## config.mk

```make
export PLATFORM = sky130hd
export DESIGN_NAME = multichannel_moving_average_unit
export DESIGN_NICKNAME = d
export VERILOG_FILES = /design/src/hdl/mma_pkg.sv /design/src/hdl/mma_front.sv /design/src/hdl/mma_queue.sv /design/src/hdl/mma_back.sv /design/src/hdl/multichannel_moving_average_unit.sv
export SDC_FILE = /design/constraint.sdc
export NUM_CORES = 2
export LEC_CHECK = 0
export BUFFER_PORTS_ARGS = -buffer_cell sky130_fd_sc_hd__clkbuf_2
export CAP_MARGIN = 20
export CORE_ASPECT_RATIO = 0.75
export CORE_MARGIN = 1
export CORE_UTILIZATION = 42
export CTS_CLUSTER_DIAMETER = 150
export DETAILED_ROUTE_END_ITERATION = 12
export PLACE_DENSITY = 0.66
export SYNTH_ARGS = -nofsm -noshare
export SYNTH_HDL_FRONTEND = slang
export SYNTH_HIERARCHICAL = 1
export SYNTH_SLANG_ARGS = --single-unit
```

## constraint.sdc

```tcl
create_clock -name i_clk -period 6.21 [get_ports i_clk]
set_clock_uncertainty 0.15 [all_clocks]
set_input_delay 0.621 -clock i_clk [delete_from_list [all_inputs] [get_ports i_clk]]
set_output_delay 0.621 -clock i_clk [all_outputs]
set_load 0.02 [all_outputs]
```

## src/hdl/mma_pkg.sv

```systemverilog
// Shared types and constants for the multichannel moving average unit.
package mma_pkg;

    localparam int TEMP_W       = 24;
    localparam int CHAN_W       = 3;
    localparam int CHANNELS_DEF = 8;
    localparam int DEPTH_DEF    = 8;
    localparam int QUEUE_DEPTH  = 2;

    typedef struct packed {
        logic [CHAN_W-1:0]        chan;
        logic signed [TEMP_W-1:0] temp_sample;
        logic                     sample_ok;
    } t_in_word;

    typedef struct packed {
        logic [CHAN_W-1:0]        out_chan;
        logic signed [TEMP_W-1:0] avg_temp;
        logic                     was_updated;
    } t_out_word;

    // Classified sample passed from the front end to the accumulator.
    typedef struct packed {
        logic [CHAN_W-1:0]        chan;
        logic signed [TEMP_W-1:0] sample;
        logic signed [TEMP_W-1:0] oldest;
        logic                     in_range;
        logic                     update;
        logic                     first;
    } t_work;

endpackage

```

## src/hdl/mma_front.sv

```systemverilog
// Front end: channel bookkeeping, window store and the oldest-entry lookup.
module mma_front #(
    parameter int CHANNELS = mma_pkg::CHANNELS_DEF,
    parameter int DEPTH    = mma_pkg::DEPTH_DEF
) (
    input  logic              i_clk,
    input  logic              i_rst_n,
    input  logic              i_push,
    input  mma_pkg::t_in_word i_wr_data,
    output logic              o_full,
    output logic              o_q_push,
    output mma_pkg::t_work    o_q_data,
    input  logic              i_q_full
);

    localparam int CH_IDX_W = (CHANNELS > 1) ? $clog2(CHANNELS) : 1;
    localparam int POS_W    = $clog2(DEPTH);
    localparam int EW_W     = $clog2(DEPTH + 1);
    localparam int ENTRIES  = CHANNELS * DEPTH;
    localparam int ADDR_W   = $clog2(ENTRIES);

    logic [POS_W-1:0]                 r_pos [CHANNELS];
    logic [EW_W-1:0]                  r_ew [CHANNELS];
    logic [CHANNELS-1:0]              r_started;
    logic signed [mma_pkg::TEMP_W-1:0] r_fill [CHANNELS];
    logic signed [mma_pkg::TEMP_W-1:0] r_mem [ENTRIES];
    logic signed [mma_pkg::TEMP_W-1:0] r_rd_data;

    logic           r_s1_valid;
    logic           r_s1_use_fill;
    mma_pkg::t_work r_s1;

    logic                              accept;
    logic                              in_range;
    logic                              upd;
    logic [CH_IDX_W-1:0]               ch;
    logic [POS_W-1:0]                  pos;
    logic [EW_W-1:0]                   ew;
    logic                              first;
    logic                              use_fill;
    logic signed [mma_pkg::TEMP_W-1:0] fill_val;
    logic [POS_W-1:0]                  n_pos;
    logic [EW_W-1:0]                   n_ew;
    logic [ADDR_W-1:0]                 addr;

    assign o_full   = r_s1_valid && i_q_full;
    assign o_q_push = r_s1_valid && !i_q_full;
    assign accept   = i_push && !o_full;

    assign in_range = 32'(i_wr_data.chan) < 32'(CHANNELS);
    assign upd      = accept && in_range && i_wr_data.sample_ok;
    assign ch       = CH_IDX_W'(i_wr_data.chan);
    assign pos      = r_pos[ch];
    assign ew       = r_ew[ch];
    assign first    = !r_started[ch];
    // slots not yet written this run still hold the fill value
    assign use_fill = first || !(EW_W'(pos) < ew);
    assign fill_val = first ? i_wr_data.temp_sample : r_fill[ch];
    assign n_pos    = (pos == POS_W'(DEPTH - 1)) ? '0 : pos + 1'b1;
    assign addr     = ADDR_W'(ch) * ADDR_W'(DEPTH) + ADDR_W'(pos);

    always_comb begin
        if (first) begin
            n_ew = EW_W'(1);
        end else if (ew < EW_W'(DEPTH)) begin
            n_ew = ew + 1'b1;
        end else begin
            n_ew = ew;
        end
    end

    always_ff @(posedge i_clk) begin
        if (!i_rst_n) begin
            r_started <= '0;
            for (int i = 0; i < CHANNELS; i++) begin
                r_pos[i] <= '0;
                r_ew[i]  <= '0;
            end
        end else if (upd) begin
            r_started[ch] <= 1'b1;
            r_pos[ch]     <= n_pos;
            r_ew[ch]      <= n_ew;
        end
    end

    always_ff @(posedge i_clk) begin
        if (upd && first) begin
            r_fill[ch] <= i_wr_data.temp_sample;
        end
    end

    // read-before-write on the same slot returns the entry being replaced
    always_ff @(posedge i_clk) begin
        if (accept) begin
            r_rd_data <= r_mem[addr];
            if (upd) begin
                r_mem[addr] <= i_wr_data.temp_sample;
            end
        end
    end

    always_ff @(posedge i_clk) begin
        if (!i_rst_n) begin
            r_s1_valid <= 1'b0;
        end else if (accept) begin
            r_s1_valid <= 1'b1;
        end else if (o_q_push) begin
            r_s1_valid <= 1'b0;
        end
    end

    always_ff @(posedge i_clk) begin
        if (accept) begin
            r_s1.chan     <= i_wr_data.chan;
            r_s1.sample   <= i_wr_data.temp_sample;
            r_s1.oldest   <= fill_val;
            r_s1.in_range <= in_range;
            r_s1.update   <= upd;
            r_s1.first    <= first;
            r_s1_use_fill <= use_fill;
        end
    end

    always_comb begin
        o_q_data = r_s1;
        if (!r_s1_use_fill) begin
            o_q_data.oldest = r_rd_data;
        end
    end

endmodule

```

## src/hdl/mma_queue.sv

```systemverilog
// Short word queue between the front end and the accumulator.
module mma_queue (
    input  logic           i_clk,
    input  logic           i_rst_n,
    input  logic           i_push,
    input  mma_pkg::t_work i_data,
    output logic           o_full,
    output logic           o_valid,
    output mma_pkg::t_work o_data,
    input  logic           i_pop
);

    localparam int QD    = mma_pkg::QUEUE_DEPTH;
    localparam int PTR_W = (QD > 1) ? $clog2(QD) : 1;
    localparam int CNT_W = $clog2(QD + 1);

    mma_pkg::t_work   r_mem [QD];
    logic [PTR_W-1:0] r_wr_ptr;
    logic [PTR_W-1:0] r_rd_ptr;
    logic [CNT_W-1:0] r_count;
    logic             do_push;
    logic             do_pop;

    assign o_full  = r_count == CNT_W'(QD);
    assign o_valid = r_count != '0;
    assign o_data  = r_mem[r_rd_ptr];
    assign do_push = i_push && !o_full;
    assign do_pop  = i_pop && o_valid;

    always_ff @(posedge i_clk) begin
        if (do_push) begin
            r_mem[r_wr_ptr] <= i_data;
        end
    end

    always_ff @(posedge i_clk) begin
        if (!i_rst_n) begin
            r_wr_ptr <= '0;
            r_rd_ptr <= '0;
            r_count  <= '0;
        end else begin
            if (do_push) begin
                r_wr_ptr <= (r_wr_ptr == PTR_W'(QD - 1)) ? '0 : r_wr_ptr + 1'b1;
            end
            if (do_pop) begin
                r_rd_ptr <= (r_rd_ptr == PTR_W'(QD - 1)) ? '0 : r_rd_ptr + 1'b1;
            end
            if (do_push && !do_pop) begin
                r_count <= r_count + 1'b1;
            end else if (do_pop && !do_push) begin
                r_count <= r_count - 1'b1;
            end
        end
    end

endmodule

```

## src/hdl/mma_back.sv

```systemverilog
// Accumulator: running sums, floor average with saturation, result register.
module mma_back #(
    parameter int CHANNELS = mma_pkg::CHANNELS_DEF,
    parameter int DEPTH    = mma_pkg::DEPTH_DEF
) (
    input  logic               i_clk,
    input  logic               i_rst_n,
    input  logic               i_q_valid,
    input  mma_pkg::t_work     i_q_data,
    output logic               o_q_pop,
    output logic               o_empty,
    output mma_pkg::t_out_word o_rd_data,
    input  logic               i_pop
);

    localparam int TW       = mma_pkg::TEMP_W;
    localparam int CH_IDX_W = (CHANNELS > 1) ? $clog2(CHANNELS) : 1;
    localparam int SUM_W    = TW + $clog2(DEPTH);
    localparam int SHIFT    = $clog2(DEPTH + 1) - 1;
    localparam logic signed [SUM_W+1:0] DEPTH_W = (SUM_W + 2)'(DEPTH);

    logic signed [SUM_W-1:0] r_sum [CHANNELS];
    logic signed [TW-1:0]    r_last [CHANNELS];
    logic                    r_out_valid;
    mma_pkg::t_out_word      r_out;

    logic [CH_IDX_W-1:0]     ch;
    logic signed [SUM_W+1:0] samp_w;
    logic signed [SUM_W+1:0] old_w;
    logic signed [SUM_W+1:0] base_w;
    logic signed [SUM_W+1:0] wide;
    logic signed [SUM_W-1:0] n_sum;
    logic signed [SUM_W-1:0] quot;
    logic signed [TW-1:0]    n_avg;
    mma_pkg::t_out_word      n_out;

    assign o_q_pop   = i_q_valid && (!r_out_valid || i_pop);
    assign o_empty   = !r_out_valid;
    assign o_rd_data = r_out;

    assign ch     = CH_IDX_W'(i_q_data.chan);
    assign samp_w = (SUM_W + 2)'(i_q_data.sample);
    assign old_w  = (SUM_W + 2)'(i_q_data.oldest);
    // first sample: whole window is the sample, and oldest equals it
    assign base_w = i_q_data.first ? samp_w * DEPTH_W : (SUM_W + 2)'(r_sum[ch]);
    assign wide   = base_w + samp_w - old_w;
    assign n_sum  = wide[SUM_W-1:0];
    assign quot   = n_sum >>> SHIFT;

    always_comb begin
        if ((quot[SUM_W-1:TW-1] == '0) || (quot[SUM_W-1:TW-1] == '1)) begin
            n_avg = quot[TW-1:0];
        end else if (quot[SUM_W-1]) begin
            n_avg = {1'b1, {(TW - 1){1'b0}}};
        end else begin
            n_avg = {1'b0, {(TW - 1){1'b1}}};
        end
    end

    always_comb begin
        n_out.out_chan    = i_q_data.chan;
        n_out.was_updated = i_q_data.update;
        if (!i_q_data.in_range) begin
            n_out.avg_temp = '0;
        end else if (i_q_data.update) begin
            n_out.avg_temp = n_avg;
        end else begin
            n_out.avg_temp = r_last[ch];
        end
    end

    always_ff @(posedge i_clk) begin
        if (!i_rst_n) begin
            for (int i = 0; i < CHANNELS; i++) begin
                r_sum[i]  <= '0;
                r_last[i] <= '0;
            end
        end else if (o_q_pop && i_q_data.update) begin
            r_sum[ch]  <= n_sum;
            r_last[ch] <= n_avg;
        end
    end

    always_ff @(posedge i_clk) begin
        if (!i_rst_n) begin
            r_out_valid <= 1'b0;
        end else if (o_q_pop) begin
            r_out_valid <= 1'b1;
        end else if (i_pop) begin
            r_out_valid <= 1'b0;
        end
    end

    always_ff @(posedge i_clk) begin
        if (o_q_pop) begin
            r_out <= n_out;
        end
    end

endmodule

```

## src/hdl/multichannel_moving_average_unit.sv

```systemverilog
// Top level of the multichannel moving average unit.
//
// Input side is a queue write port: a word (channel, sample, status flag) is
// taken at a clock edge with push high and full low. Result side is a queue
// read port: while empty is low the oldest result sits on o_rd_data, and it
// leaves at an edge with pop high. Every input word yields exactly one result.
// A word is taken every cycle while full is low; the front end updates the
// channel's ring position and reads and writes the window store at the edge
// that takes the word, so the same channel may arrive on consecutive cycles.
// A word passes through the front-end stage register and the two-word queue
// to the accumulator's result register; when pop stays low the queue fills
// and full rises once four words are in flight.
// Reset clears every channel to not yet started, with zero sums and averages.
// The window store itself is not cleared: a channel's first valid sample
// fills the window logically, so reset takes effect at once.
module multichannel_moving_average_unit #(
    parameter int CHANNELS = mma_pkg::CHANNELS_DEF,
    parameter int DEPTH    = mma_pkg::DEPTH_DEF
) (
    input  logic               i_clk,
    input  logic               i_rst_n,
    input  logic               push,
    input  mma_pkg::t_in_word  i_wr_data,
    output logic               full,
    output logic               empty,
    output mma_pkg::t_out_word o_rd_data,
    input  logic               pop
);

    logic           q_push;
    logic           q_full;
    logic           q_valid;
    logic           q_pop;
    mma_pkg::t_work q_in;
    mma_pkg::t_work q_out;

    mma_front #(
        .CHANNELS (CHANNELS),
        .DEPTH    (DEPTH)
    ) u_front (
        .i_clk     (i_clk),
        .i_rst_n   (i_rst_n),
        .i_push    (push),
        .i_wr_data (i_wr_data),
        .o_full    (full),
        .o_q_push  (q_push),
        .o_q_data  (q_in),
        .i_q_full  (q_full)
    );

    mma_queue u_queue (
        .i_clk   (i_clk),
        .i_rst_n (i_rst_n),
        .i_push  (q_push),
        .i_data  (q_in),
        .o_full  (q_full),
        .o_valid (q_valid),
        .o_data  (q_out),
        .i_pop   (q_pop)
    );

    mma_back #(
        .CHANNELS (CHANNELS),
        .DEPTH    (DEPTH)
    ) u_back (
        .i_clk     (i_clk),
        .i_rst_n   (i_rst_n),
        .i_q_valid (q_valid),
        .i_q_data  (q_out),
        .o_q_pop   (q_pop),
        .o_empty   (empty),
        .o_rd_data (o_rd_data),
        .i_pop     (pop)
    );

`ifndef SYNTHESIS
    a_no_overflow: assert property (@(posedge i_clk) disable iff (!i_rst_n)
        !(q_push && q_full))
        else $error("word pushed into a full queue");

    a_no_underflow: assert property (@(posedge i_clk) disable iff (!i_rst_n)
        !(q_pop && !q_valid))
        else $error("accumulator popped an empty queue");

    a_update_in_range: assert property (@(posedge i_clk) disable iff (!i_rst_n)
        (!empty && o_rd_data.was_updated) |-> (32'(o_rd_data.out_chan) < 32'(CHANNELS)))
        else $error("update reported on a channel beyond range");

    a_idle_chan_zero: assert property (@(posedge i_clk) disable iff (!i_rst_n)
        (!empty && (32'(o_rd_data.out_chan) >= 32'(CHANNELS))) |->
            (o_rd_data.avg_temp == '0))
        else $error("nonzero average on a channel beyond range");
`endif

endmodule
```

==> results.json <==
{
  "ys_seq_area_share_pct": 77.0,
  "crit_type": "reg2reg",
  "io_pins": 62,
  "syn2layout_area_growth_pct": 12.4,
  "tightest_slew_ps": 1180,
  "p_int_uw": 26100,
  "synth.most_common_cell": "edfxtp_1",
  "syn_avg_cell_area_um2": 16.7,
  "slowest_stage": "a2111oi_4",
  "crit_arrival_ps": 6210,
  "core_um2": 205000,
  "clockRootBuffer": "clkbuf_16",
  "dp_hpwl_um": 137000,
  "maxCapViolations": 0,
  "drtIter0Drc": 7985,
  "hold_viol": 0,
  "ant_nets": 0,
  "crit_top_cell": "fa_1",
  "grt_overflow": 0,
  "rsz0062_at_grt": "false",
  "hold_class": "in2reg",
  "h-tree-depth": 4,
  "dominantRegCellSynth": "edfxtp_1",
  "synth-seq-cells": 2229,
  "cts-buffers-inserted": 200,
  "p_leak_uw": 0.0309,
  "seq_power_share_pct": 45.6,
  "synth_area_leaders": "edfxtp_1 77%, a22oi_1 4.0%, a221oi_1 3.4%",
  "synthCells": 5178,
  "gp_congestion": 0.876,
  "dr.pass1.iters": 9,
  "drc": 0,
  "crit_buf_inv": 1,
  "rows": 144,
  "drv_slew": 0,
  "synth_common_cells": "2214 x edfxtp_1, 458 x a22oi_1, 346 x nor2_1",
  "cts-resized-gates": 0,
  "total_power_uw": 37900,
  "required_ps": 6620,
  "post_cts_buffers": 0,
  "initial_core_util_pct": 42.3,
  "powerDensity_nw_per_um2": 389,
  "period_needed_ps": 5790,
  "routed_wl_um": 244000,
  "yosysWarnings": 6,
  "die_height_um": 396,
  "cpPeakStageDelay_ps": 760,
  "antenna_found_initial": 15,
  "diodes": 0,
  "grt_util_all_layers_pct": 23.0,
  "path_cells": "mux2_4 -> buf_4 -> and2_1 -> a22oi_1 -> nor2_1 -> o21ai_0 -> fa_1 -> fa_1 -> and2b_1 -> o2111ai_2 -> a2111oi_4 -> o311ai_1 -> a21boi_1 -> nor3_1",
  "grt_max_degree": 93,
  "hold_start": "i_wr_data[27]",
  "fillers": 17000,
  "dieArea_um2": 208000,
  "worst-path-max-fanout": 25,
  "cts_tree": "yes",
  "combPwrFrac_pct": 22.9,
  "vias_per_cell": 6.30,
  "finalCritPeriodShare_pct": 93.3,
  "num_vias": 51400,
  "synthArstFlopShare_pct": 0,
  "clock_latency_ps": 850,
  "yosys.cell_types.count": 90,
  "setup_violations": 0,
  "clk_pin_slew_ps": 60,
  "p_clk_share_pct": 31.5,
  "p_sw_share_pct": 31.1,
  "synth.cell_area_um2": 86700,
  "synthDominantCellAreaShare_pct": 76.7,
  "syn-num-nets": 5270,
  "maxSlewHeadroom_pct": 21.3,
  "ir_drop_mv": 0.520,
  "end_kind": "flip-flop",
  "numClockSinks": 2229,
  "portBuffers": 61,
  "drive_gt1_share_pct": 15.3,
  "cts_buffer_depth": 3,
  "grt_pass1_wl_um": 350000,
  "synth-edff-count": 2214,
  "reg2reg_slack_ps": 420,
  "wl_per_cell_um": 30.0,
  "fin_nets": 5397,
  "grt_pass1_vias": 49100,
  "status": "finished clean",
  "fp.dieW_um": 527,
  "synth_area_leader_cell": "edfxtp_1",
  "cp_top_family": "compound AO/OA/AOI/OAI gates",
  "p_sw_uw": 11800,
  "fin_tns_setup_ps": 0,
  "clock.fmax_ghz": 0.173,
  "critPathLaunchType": "flip-flop"
}
routing by layer:
metal	global-route usage (%)	share of wire (%)	wire (µm)
met2	33.6	44	107000
met1	33.7	40	99000
met4	6.10	2.4	5780
met5	0	0.011	27
met3	6.32	13	32700
worst reg2reg max path, stage by stage (launching register included):
cell and delay, ps:
dfxtp_2 400, mux2_4 500, buf_4 350, and2_1 430, a22oi_1 190, nor2_1 150
o21ai_0 110, fa_1 530, fa_1 470, and2b_1 240, o2111ai_2 190, a2111oi_4 760
o311ai_1 330, a21boi_1 600, nor3_1 120
worst paths after layout:
path,endpoint,cells after the start
max,u_back/r_last[2][21]$_SDFFCE_PN0P_,14
min,u_front/o_q_data[53]$_DFFE_PN_,1
max reg2reg,u_back/r_last[2][21]$_SDFFCE_PN0P_,14
min reg2reg,u_queue/r_mem[1][45]$_DFFE_PP_,0
cells in the final DEF (no fill, tap or decap), types with 38 or more instances in the layout:
cell and count:
mux2_2 97, a21oi_1 94, clkbuf_2 53, clkbuf_16 200
clkinv_1 44, a31oi_1 61, nor2_2 72, nor2_1 262
buf_4 233, nand2_1 205, nor3_1 53, inv_1 92
nand4_1 38, a22oi_1 458, a221o_1 98, a221oi_1 339
mux2i_1 54, clkbuf_1 40, a22o_1 57, o211ai_1 153
edfxtp_1 2214, nand3_1 54
per-stage QoR:
step           cells  cell area [µm²]  worst slack (ps)  hold WS, ps  util, %
6_report        8157            97400               415          143     47.5
5_1_grt         8157            97400               163          137     47.5
4_1_cts         8156            97400               537         94.2     47.5
3_5_place_dp    7801            91200               600          283     44.4
3_3_place_gp    7801            91200               709          274     44.4
2_1_floorplan   5178            86700               827          309        -
kinds of logic after synthesis:
logic type | share of synthesized area (%)
other | 0.00432
xor gates and xnor gates | 0.172
muxes | 2.56
adders and majority gates | 1.09
AOI/OAI and AO/OA | 12.6
and+or+nand+nor | 4.19
buffers and inverters | 2.43
DFF | 77.0
state kept, by name, indices dropped and copies added, names as in the netlist, named ones only:
name and cells:
u_front/r_mem 1536, u_queue/r_wr_ptr 1, u_back/o_rd_data 28, u_front/o_q_data 29
u_front/r_s1_use_fill 1, u_front/r_ew 32, u_back/r_last 184, u_front/r_pos 24
u_front/r_started 8, u_back/r_out_valid 1, u_front/r_s1_valid 1, u_front/r_fill 192
u_queue/r_rd_ptr 1, u_front/r_rd_data 24, u_back/r_sum 32, u_front/r_s1 24
u_queue/r_count 2, u_queue/r_mem 108
power by group through the flow:
stage | combinational, µW | clock, µW | sequential, µW
after floorplan | 5370 | 0 | 17600
after global routing | 9300 | 12600 | 17300
after global placement | 8360 | 0 | 17600
after detailed placement | 8500 | 0 | 17600
after CTS | 8560 | 12100 | 17300
final | 8700 | 12000 | 17300
final cells by class:
class                      count  area (µm²)  share of cell area, %
clock inverter               113        1100                   1.13
inverter                      97         372                  0.381
tap                         2701        3380                   3.47
clock buffer                 240        5150                   5.29
sequential                  2229       66800                   68.5
multi-input combinational   2461       18200                   18.6
timing repair buffer         316        2470                   2.54
timing repair:
action,4_1_cts,5_1_grt
hold buffers,2,0
setup endpoints to repair,0,0
hold endpoints to repair,2,0
No activity file was read; power rests on OpenSTA's default activity.
